===== src/rtl/core/rtpsv_pkg.sv =====
package rtpsv_pkg;

  localparam int SEQ_W      = 16;
  localparam int CNT_W      = 32;
  localparam int PROB_W     = 4;
  localparam int CFG_IDX_W  = 2;
  localparam int CFG_DATA_W = 15;
  localparam int PEND_W     = SEQ_W + 1;
  localparam int OUT_W      = 3 * SEQ_W + CNT_W;

  // configuration register indexes
  localparam logic [CFG_IDX_W-1:0] CFG_MIN_SEQUENTIAL = 2'd0;
  localparam logic [CFG_IDX_W-1:0] CFG_MAX_DROPOUT    = 2'd1;
  localparam logic [CFG_IDX_W-1:0] CFG_MAX_MISORDER   = 2'd2;

  localparam logic [PROB_W-1:0]     RST_MIN_SEQUENTIAL = 4'd2;
  localparam logic [CFG_DATA_W-1:0] RST_MAX_DROPOUT    = 15'd3000;
  localparam logic [CFG_DATA_W-1:0] RST_MAX_MISORDER   = 15'd100;

  // no 16-bit sequence number can match this
  localparam logic [PEND_W-1:0] NO_BAD_SEQ = 17'd65537;
  localparam logic [PEND_W-1:0] SEQ_SPAN   = 17'd65536;

  typedef struct packed {
    logic [PROB_W-1:0]     min_sequential;
    logic [CFG_DATA_W-1:0] max_dropout;
    logic [CFG_DATA_W-1:0] max_misorder;
  } cfg_t;

  typedef struct packed {
    logic [SEQ_W-1:0]  base_seq;
    logic [SEQ_W-1:0]  max_seq;
    logic [SEQ_W-1:0]  cycles;
    logic [CNT_W-1:0]  received;
    logic [PROB_W-1:0] probation;
    logic [PEND_W-1:0] bad_seq;
  } seq_state_t;

  typedef struct packed {
    logic             cmd;
    logic [SEQ_W-1:0] seq;
  } item_t;

endpackage


===== src/rtl/core/rtpsv_cfg_regs.sv =====
module rtpsv_cfg_regs (
  input  logic                             clk,
  input  logic                             rst_n,
  input  logic                             cfg_valid,
  input  logic [rtpsv_pkg::CFG_IDX_W-1:0]  cfg_index,
  input  logic [rtpsv_pkg::CFG_DATA_W-1:0] cfg_data,
  output rtpsv_pkg::cfg_t                  cfg
);

  rtpsv_pkg::cfg_t cfg_r;
  rtpsv_pkg::cfg_t cfg_nxt;

  always_comb begin
    cfg_nxt = cfg_r;
    if (cfg_valid) begin
      case (cfg_index)
        rtpsv_pkg::CFG_MIN_SEQUENTIAL:
          cfg_nxt.min_sequential = cfg_data[rtpsv_pkg::PROB_W-1:0];
        rtpsv_pkg::CFG_MAX_DROPOUT:  cfg_nxt.max_dropout  = cfg_data;
        rtpsv_pkg::CFG_MAX_MISORDER: cfg_nxt.max_misorder = cfg_data;
        default: cfg_nxt = cfg_r;
      endcase
    end
  end

  always_ff @(posedge clk) begin
    if (!rst_n) begin
      cfg_r.min_sequential <= rtpsv_pkg::RST_MIN_SEQUENTIAL;
      cfg_r.max_dropout    <= rtpsv_pkg::RST_MAX_DROPOUT;
      cfg_r.max_misorder   <= rtpsv_pkg::RST_MAX_MISORDER;
    end else begin
      cfg_r <= cfg_nxt;
    end
  end

  assign cfg = cfg_r;

endmodule


===== src/rtl/core/rtpsv_seq_update.sv =====
module rtpsv_seq_update (
  input  rtpsv_pkg::cfg_t       cfg,
  input  rtpsv_pkg::seq_state_t st,
  input  rtpsv_pkg::item_t      item,
  output rtpsv_pkg::seq_state_t st_nxt,
  output logic                  accepted
);

  logic [rtpsv_pkg::SEQ_W-1:0]  udelta;
  logic [rtpsv_pkg::SEQ_W-1:0]  next_in_order;
  logic [rtpsv_pkg::PROB_W-1:0] prob_dec;
  logic [rtpsv_pkg::PEND_W-1:0] misorder_bound;

  function automatic rtpsv_pkg::seq_state_t restart(rtpsv_pkg::seq_state_t cur,
                                                    logic [rtpsv_pkg::SEQ_W-1:0] s);
    rtpsv_pkg::seq_state_t r;
    r          = cur;
    r.base_seq = s;
    r.max_seq  = s;
    r.bad_seq  = rtpsv_pkg::NO_BAD_SEQ;
    r.cycles   = '0;
    r.received = '0;
    return r;
  endfunction

  assign udelta         = item.seq - st.max_seq;
  assign next_in_order  = st.max_seq + 16'd1;
  assign prob_dec       = st.probation - 4'd1;
  assign misorder_bound = rtpsv_pkg::SEQ_SPAN - {2'b00, cfg.max_misorder};

  always_comb begin
    st_nxt   = st;
    accepted = 1'b0;
    if (item.cmd) begin
      st_nxt           = restart(st, item.seq);
      st_nxt.max_seq   = item.seq - 16'd1;
      st_nxt.probation = cfg.min_sequential;
    end else if (st.probation != '0) begin
      st_nxt.max_seq = item.seq;
      if (item.seq == next_in_order) begin
        st_nxt.probation = prob_dec;
        if (prob_dec == '0) begin
          st_nxt          = restart(st_nxt, item.seq);
          st_nxt.received = 32'd1;
          accepted        = 1'b1;
        end
      end else begin
        st_nxt.probation = (cfg.min_sequential == '0) ? '0 : cfg.min_sequential - 4'd1;
      end
    end else begin
      accepted        = 1'b1;
      st_nxt.received = st.received + 32'd1;
      if (udelta < {1'b0, cfg.max_dropout}) begin
        // forward step: a smaller number means the sequence went round
        if (item.seq < st.max_seq) st_nxt.cycles = st.cycles + 16'd1;
        st_nxt.max_seq = item.seq;
      end else if ({1'b0, udelta} <= misorder_bound) begin
        if ({1'b0, item.seq} == st.bad_seq) begin
          st_nxt          = restart(st, item.seq);
          st_nxt.received = 32'd1;
        end else begin
          // large jump: remember it, accept only if the next one follows
          st_nxt.received = st.received;
          st_nxt.bad_seq  = {1'b0, item.seq + 16'd1};
          accepted        = 1'b0;
        end
      end
    end
  end

endmodule


===== src/rtl/core/rtp_sequence_validator_top.sv =====
// rtp sequence number validator
// input channel: in_tuser is the command (0 check packet, 1 start a new source
// at this sequence number), in_tdata the 16-bit sequence number
// output channel: one transaction per input transaction, in order; out_tuser
// is the accepted flag, out_tdata carries highest sequence, wrap count,
// received count and base sequence as they stand after the packet
// config channel: cfg_index 0 min_sequential, 1 max_dropout, 2 max_misorder;
// cfg_ready is always high, writes to index 3 are dropped; write only while
// no transaction is in flight
// latency: a transaction accepted at one edge is registered, processed at the
// next edge into the output register and shows on out_tvalid after that edge
// throughput: one transaction per cycle; the state update is a single
// compare-and-increment pass between the input register and the state and
// output registers
// reset (rst_n low, synchronous) empties both registers, restores the
// register defaults and clears the source state
// when the receiver stalls the output register holds, the input register
// takes one more transaction, then in_tready drops until the output moves
module rtp_sequence_validator_top (
  input  logic                             clk,
  input  logic                             rst_n,
  input  logic                             in_tvalid,
  output logic                             in_tready,
  input  logic [15:0]                      in_tdata,  // [15:0] seq
  input  logic                             in_tuser,  // [0] cmd
  output logic                             out_tvalid,
  input  logic                             out_tready,
  // [15:0] highest_seq, [31:16] wrap_count, [63:32] received_count,
  // [79:64] base_seq
  output logic [rtpsv_pkg::OUT_W-1:0]      out_tdata,
  output logic                             out_tuser, // [0] accepted
  input  logic                             cfg_valid,
  output logic                             cfg_ready,
  input  logic [rtpsv_pkg::CFG_IDX_W-1:0]  cfg_index,
  input  logic [rtpsv_pkg::CFG_DATA_W-1:0] cfg_data
);

  rtpsv_pkg::cfg_t       cfg;
  rtpsv_pkg::item_t      item_r;
  logic                  item_valid_r;
  rtpsv_pkg::seq_state_t st_r;
  rtpsv_pkg::seq_state_t st_nxt;
  logic                  accepted_nxt;
  logic                  out_valid_r;
  logic [rtpsv_pkg::OUT_W-1:0] out_data_r;
  logic                  out_user_r;
  logic                  fire;

  assign cfg_ready = 1'b1;

  rtpsv_cfg_regs u_cfg (
    .clk       (clk),
    .rst_n     (rst_n),
    .cfg_valid (cfg_valid),
    .cfg_index (cfg_index),
    .cfg_data  (cfg_data),
    .cfg       (cfg)
  );

  rtpsv_seq_update u_upd (
    .cfg      (cfg),
    .st       (st_r),
    .item     (item_r),
    .st_nxt   (st_nxt),
    .accepted (accepted_nxt)
  );

  // process when the output register is empty or being drained
  assign fire      = item_valid_r && (!out_valid_r || out_tready);
  assign in_tready = !item_valid_r || fire;

  always_ff @(posedge clk) begin
    if (!rst_n) begin
      item_valid_r <= 1'b0;
    end else if (in_tready) begin
      item_valid_r <= in_tvalid;
    end
  end

  always_ff @(posedge clk) begin
    if (in_tready && in_tvalid) begin
      item_r.cmd <= in_tuser;
      item_r.seq <= in_tdata;
    end
  end

  always_ff @(posedge clk) begin
    if (!rst_n) begin
      st_r.base_seq  <= '0;
      st_r.max_seq   <= '0;
      st_r.cycles    <= '0;
      st_r.received  <= '0;
      st_r.probation <= '0;
      st_r.bad_seq   <= rtpsv_pkg::NO_BAD_SEQ;
    end else if (fire) begin
      st_r <= st_nxt;
    end
  end

  always_ff @(posedge clk) begin
    if (!rst_n) begin
      out_valid_r <= 1'b0;
    end else if (fire) begin
      out_valid_r <= 1'b1;
    end else if (out_tready) begin
      out_valid_r <= 1'b0;
    end
  end

  always_ff @(posedge clk) begin
    if (fire) begin
      out_data_r <= {st_nxt.base_seq, st_nxt.received, st_nxt.cycles, st_nxt.max_seq};
      out_user_r <= accepted_nxt;
    end
  end

  assign out_tvalid = out_valid_r;
  assign out_tdata  = out_data_r;
  assign out_tuser  = out_user_r;

endmodule


===== config.mk =====
export PLATFORM = sky130hd
export DESIGN_NAME = rtp_sequence_validator_top
export DESIGN_NICKNAME = d
export VERILOG_FILES = /design/src/rtl/core/rtpsv_pkg.sv /design/src/rtl/core/rtpsv_cfg_regs.sv /design/src/rtl/core/rtpsv_seq_update.sv /design/src/rtl/core/rtp_sequence_validator_top.sv
export SDC_FILE = /design/constraint.sdc
export NUM_CORES = 1
export LEC_CHECK = 0
export ABC_CLOCK_PERIOD_IN_PS = 7000
export BUFFER_PORTS_ARGS = -buffer_cell sky130_fd_sc_hd__buf_2
export CAP_MARGIN = 20
export CORE_UTILIZATION = 31
export DETAILED_ROUTE_END_ITERATION = 8
export PLACE_DENSITY = 0.45
export SLEW_MARGIN = 5
export SYNTH_ARGS = -nofsm -noshare
export SYNTH_HDL_FRONTEND = slang
export SYNTH_SLANG_ARGS = --single-unit

===== constraint.sdc =====
create_clock -name clk -period 7 [get_ports clk]
set_input_delay 0.7 -clock clk [delete_from_list [all_inputs] [get_ports clk]]
set_output_delay 0.7 -clock clk [all_outputs]
set_load 0.01 [all_outputs]

==> flow_summary.toml <==
[pwr]
irDropWorstVdd_mv = 0.1742
report.power.total_uw = 3914
powerDensity_nw_per_um2 = 237.1
p_leak_uw = 0.006088

[logic_synthesis]
ys_warn_count = 0
synth-seq-area-share = 0.3989
post-synth-top-area-cell = "edfxtp_1"
async_flop_share = 0
yosys_register_bits = 235
synthCells = 1643
synthMuxAreaShare = 0.03836
synth_compound_area_frac = 0.2091
synth-edff-count = 98
yosys-top-cells-area = "edfxtp_1, dfxtp_1, nand2_1"
synth_top_family_by_area = "compound AO/OA/AOI/OAI gates"
netlist_area_um2 = 14250
synth_cell_types = 84
synthXorXnorAreaFrac = 0.05522
syn_avg_cell_area_um2 = 8.675
yosysTopAreaCellShare = 0.2065
syn-num-nets = 1737
synth_ff_type = "dfxtp_1"
yosys.area_share.simple = 0.1994
synthAdderAreaFrac = 0.04881

[cells_and_area]
diodes = 0
nets = 1821
drive_gt1_frac = 0.1627
final_cells = 2352
fillerInstances = 4696
area_delta_synth_final_pct = 15.81

[clock_network]
cts_max_path_buffers = 3
post_cts_buffers = 0
numCtsBuffers = 31
cts_tree = "yes"
root_buffer = "clkbuf_16"
hold_buffers = 0
clk_pin_slew_worst_paths_ns = 0.06
clock-sinks = 235
cts_max_level = 1
ctsResizeCount = 0
clk_latency_ns = 0.59

[sta]
worst_slew_pin_slew_ns = 1.090
hold_violations = 0
finalSetupTns_ns = 0
final-max-slew-violation-count = 0
rsz0062_at_grt = "no"
relSlewSlack = 0.2703
setup_viol = 0
clock_skew_ns = 0.01536
fmax_ghz = 0.1679
hold_ws_ns = 0.2853
fin_crit_sh = 0.8511
min_period_ns = 5.957

[routing]
drtIter0Drc = 823
firstDrtPassIters = 7
vias = 12917
drc = 0
wl_mm = 47.57
wl_per_cell_um = 20.22
via_per_inst = 5.492
ant_nets = 0

[worst_setup_path]
crit_path_start_kind = "flip-flop"
worstPathRequired_ns = 7.42
crit_path_end_kind = "flip-flop"
critPathArrivalTime_ns = 6.38
path_max_fanout = 17
crit_type = "reg2reg"

[floorplan]
die_h_um = 216.4
initial_utilization = 0.3141
fp-row-count = 78
fp.dieW_um = 216.4
core_um2 = 45380
die-area_um2 = 46840
pin_count = 123

[placement]
port_buffers = 121
routabilityCongestion = 0.8716
dp.cells = 2294
post-dp-hpwl_mm = 33.08

[global_routing]
antenna_found_initial = 0
grt_max_degree = 55
grt_pass1_wl_mm = 73.93
grt_use_total = 0.2007
grt_overflow = 0
grt_pass1_vias = 12632

[status]
status = "completed"

[hold_path]
hp-class = "in2reg"

[flow_run]
drv_cap = 0
layer usage:
metal / global-route usage / wire length (um) / vias to the layer above
met1: 0.2647 / 21600 / 6234
met3: 0.02639 / 2159 / 75
met2: 0.3403 / 22580 / 362
li1: - / - / 6246
met5: 0 / 0 / -
met4: 0.05939 / 1226 / 0
metrics by stage:
| step | area, um^2 | worst slack, ns | utilization |
|---|---|---|---|
| final | 16510 | 1.043 | 0.3637 |
| after global routing | 16510 | 0.5845 | 0.3637 |
| after CTS | 16510 | 1.029 | 0.3637 |
| after detailed placement | 15500 | 1.069 | 0.3417 |
| after global placement | 15490 | 1.236 | 0.3414 |
| after floorplan | 14250 | 1.909 | - |
where the power goes:
group	switching, uW	leakage (uW)	internal (uW)	total, uW
logic	531	0.00356	262	793
registers	56.6	0.00203	1490	1550
clock network	655	0.000497	915	1570
total	1240	0.00609	2670	3910
final cells by class:
type	count	area (um^2)	area share
multi-input combinational	1225	7886	0.4778
clock inverter	22	176.4	0.01069
inverter	74	280.3	0.01698
tap	600	750.7	0.04548
clock buffer	36	824.5	0.04995
sequential	235	5685	0.3445
timing repair buffer	160	902.1	0.05465
placed cells by master (no fill, tap or decap), drive strengths merged, types with 9 or more instances in the layout:
master and instances:
a211oi 18, a21o 14, a21oi 109, a31o 11, a31oi 33, a32oi 11, and2 9, and3 25
buf 160, clkbuf 36, clkinv 19, dfxtp 137, edfxtp 98, ha 54, inv 73, mux2 21
mux2i 31, nand2 215, nand3 62, nand4 24, nor2 84, nor3 43, nor4 32, o2111ai 10
o211ai 31, o21a 12, o21ai 106, o221a 9, o22ai 19, o31ai 14, or3 23, xnor2 50
xor2 39
cells in the mapped netlist, types with 39 or more instances:
master / count
clkbuf_1: 87
nor3_1: 40
a21oi_1: 107
xor2_1: 39
xnor2_1: 49
ha_1: 54
edfxtp_1: 98
dfxtp_1: 137
nand2_1: 215
inv_1: 71
nor2_1: 84
o21ai_0: 99
nand3_1: 62
registers in the layout, indices dropped and copies added (netlist names):
name          flops
st_r            101
out_tdata        80
u_cfg.cfg        34
item_r           17
item_valid_r      1
out_tuser         1
out_tvalid        1
worst max-delay path, cell delays in order (launching register included):
cell and delay, ns:
edfxtp_1 0.58, inv_1 0.17, ha_1 0.26, fa_1 0.40, nor2b_1 0.18, o2111ai_1 0.17, a31o_2 0.32, a21boi_1 0.33
o21a_1 0.16, nor2_1 0.04, xnor2_1 0.16, ha_1 0.31, nand4_1 0.12, nor4_1 0.88, nor3_2 0.27, a211oi_4 0.76
buf_4 0.36, a211oi_1 0.09, o22ai_1 0.21
cells by family after synthesis:
logic type,count (synthesis)
and+or+nand+nor,574
muxes,52
xor gates and xnor gates,89
DFF,235
other,1
AOI/OAI and AO/OA,454
adders and majority gates,55
buffers and inverters,183
path summary, 6_finish.rpt:
kind / from / cells after the start / endpoint / slack (ns)
worst max-delay path: item_r[0]$_DFFE_PP_ / 18 / out_tdata[44]$_DFFE_PP_ / 1.04
worst min register to register: u_cfg.cfg[29]$_SDFFE_PN0P_ / 2 / u_cfg.cfg[29]$_SDFFE_PN0P_ / 0.46
worst max register to register: item_r[0]$_DFFE_PP_ / 18 / out_tdata[44]$_DFFE_PP_ / 1.04
worst min-delay path: in_tdata[1] / 1 / item_r[1]$_DFFE_PP_ / 0.29
No activity file was read; power rests on OpenSTA's default activity.
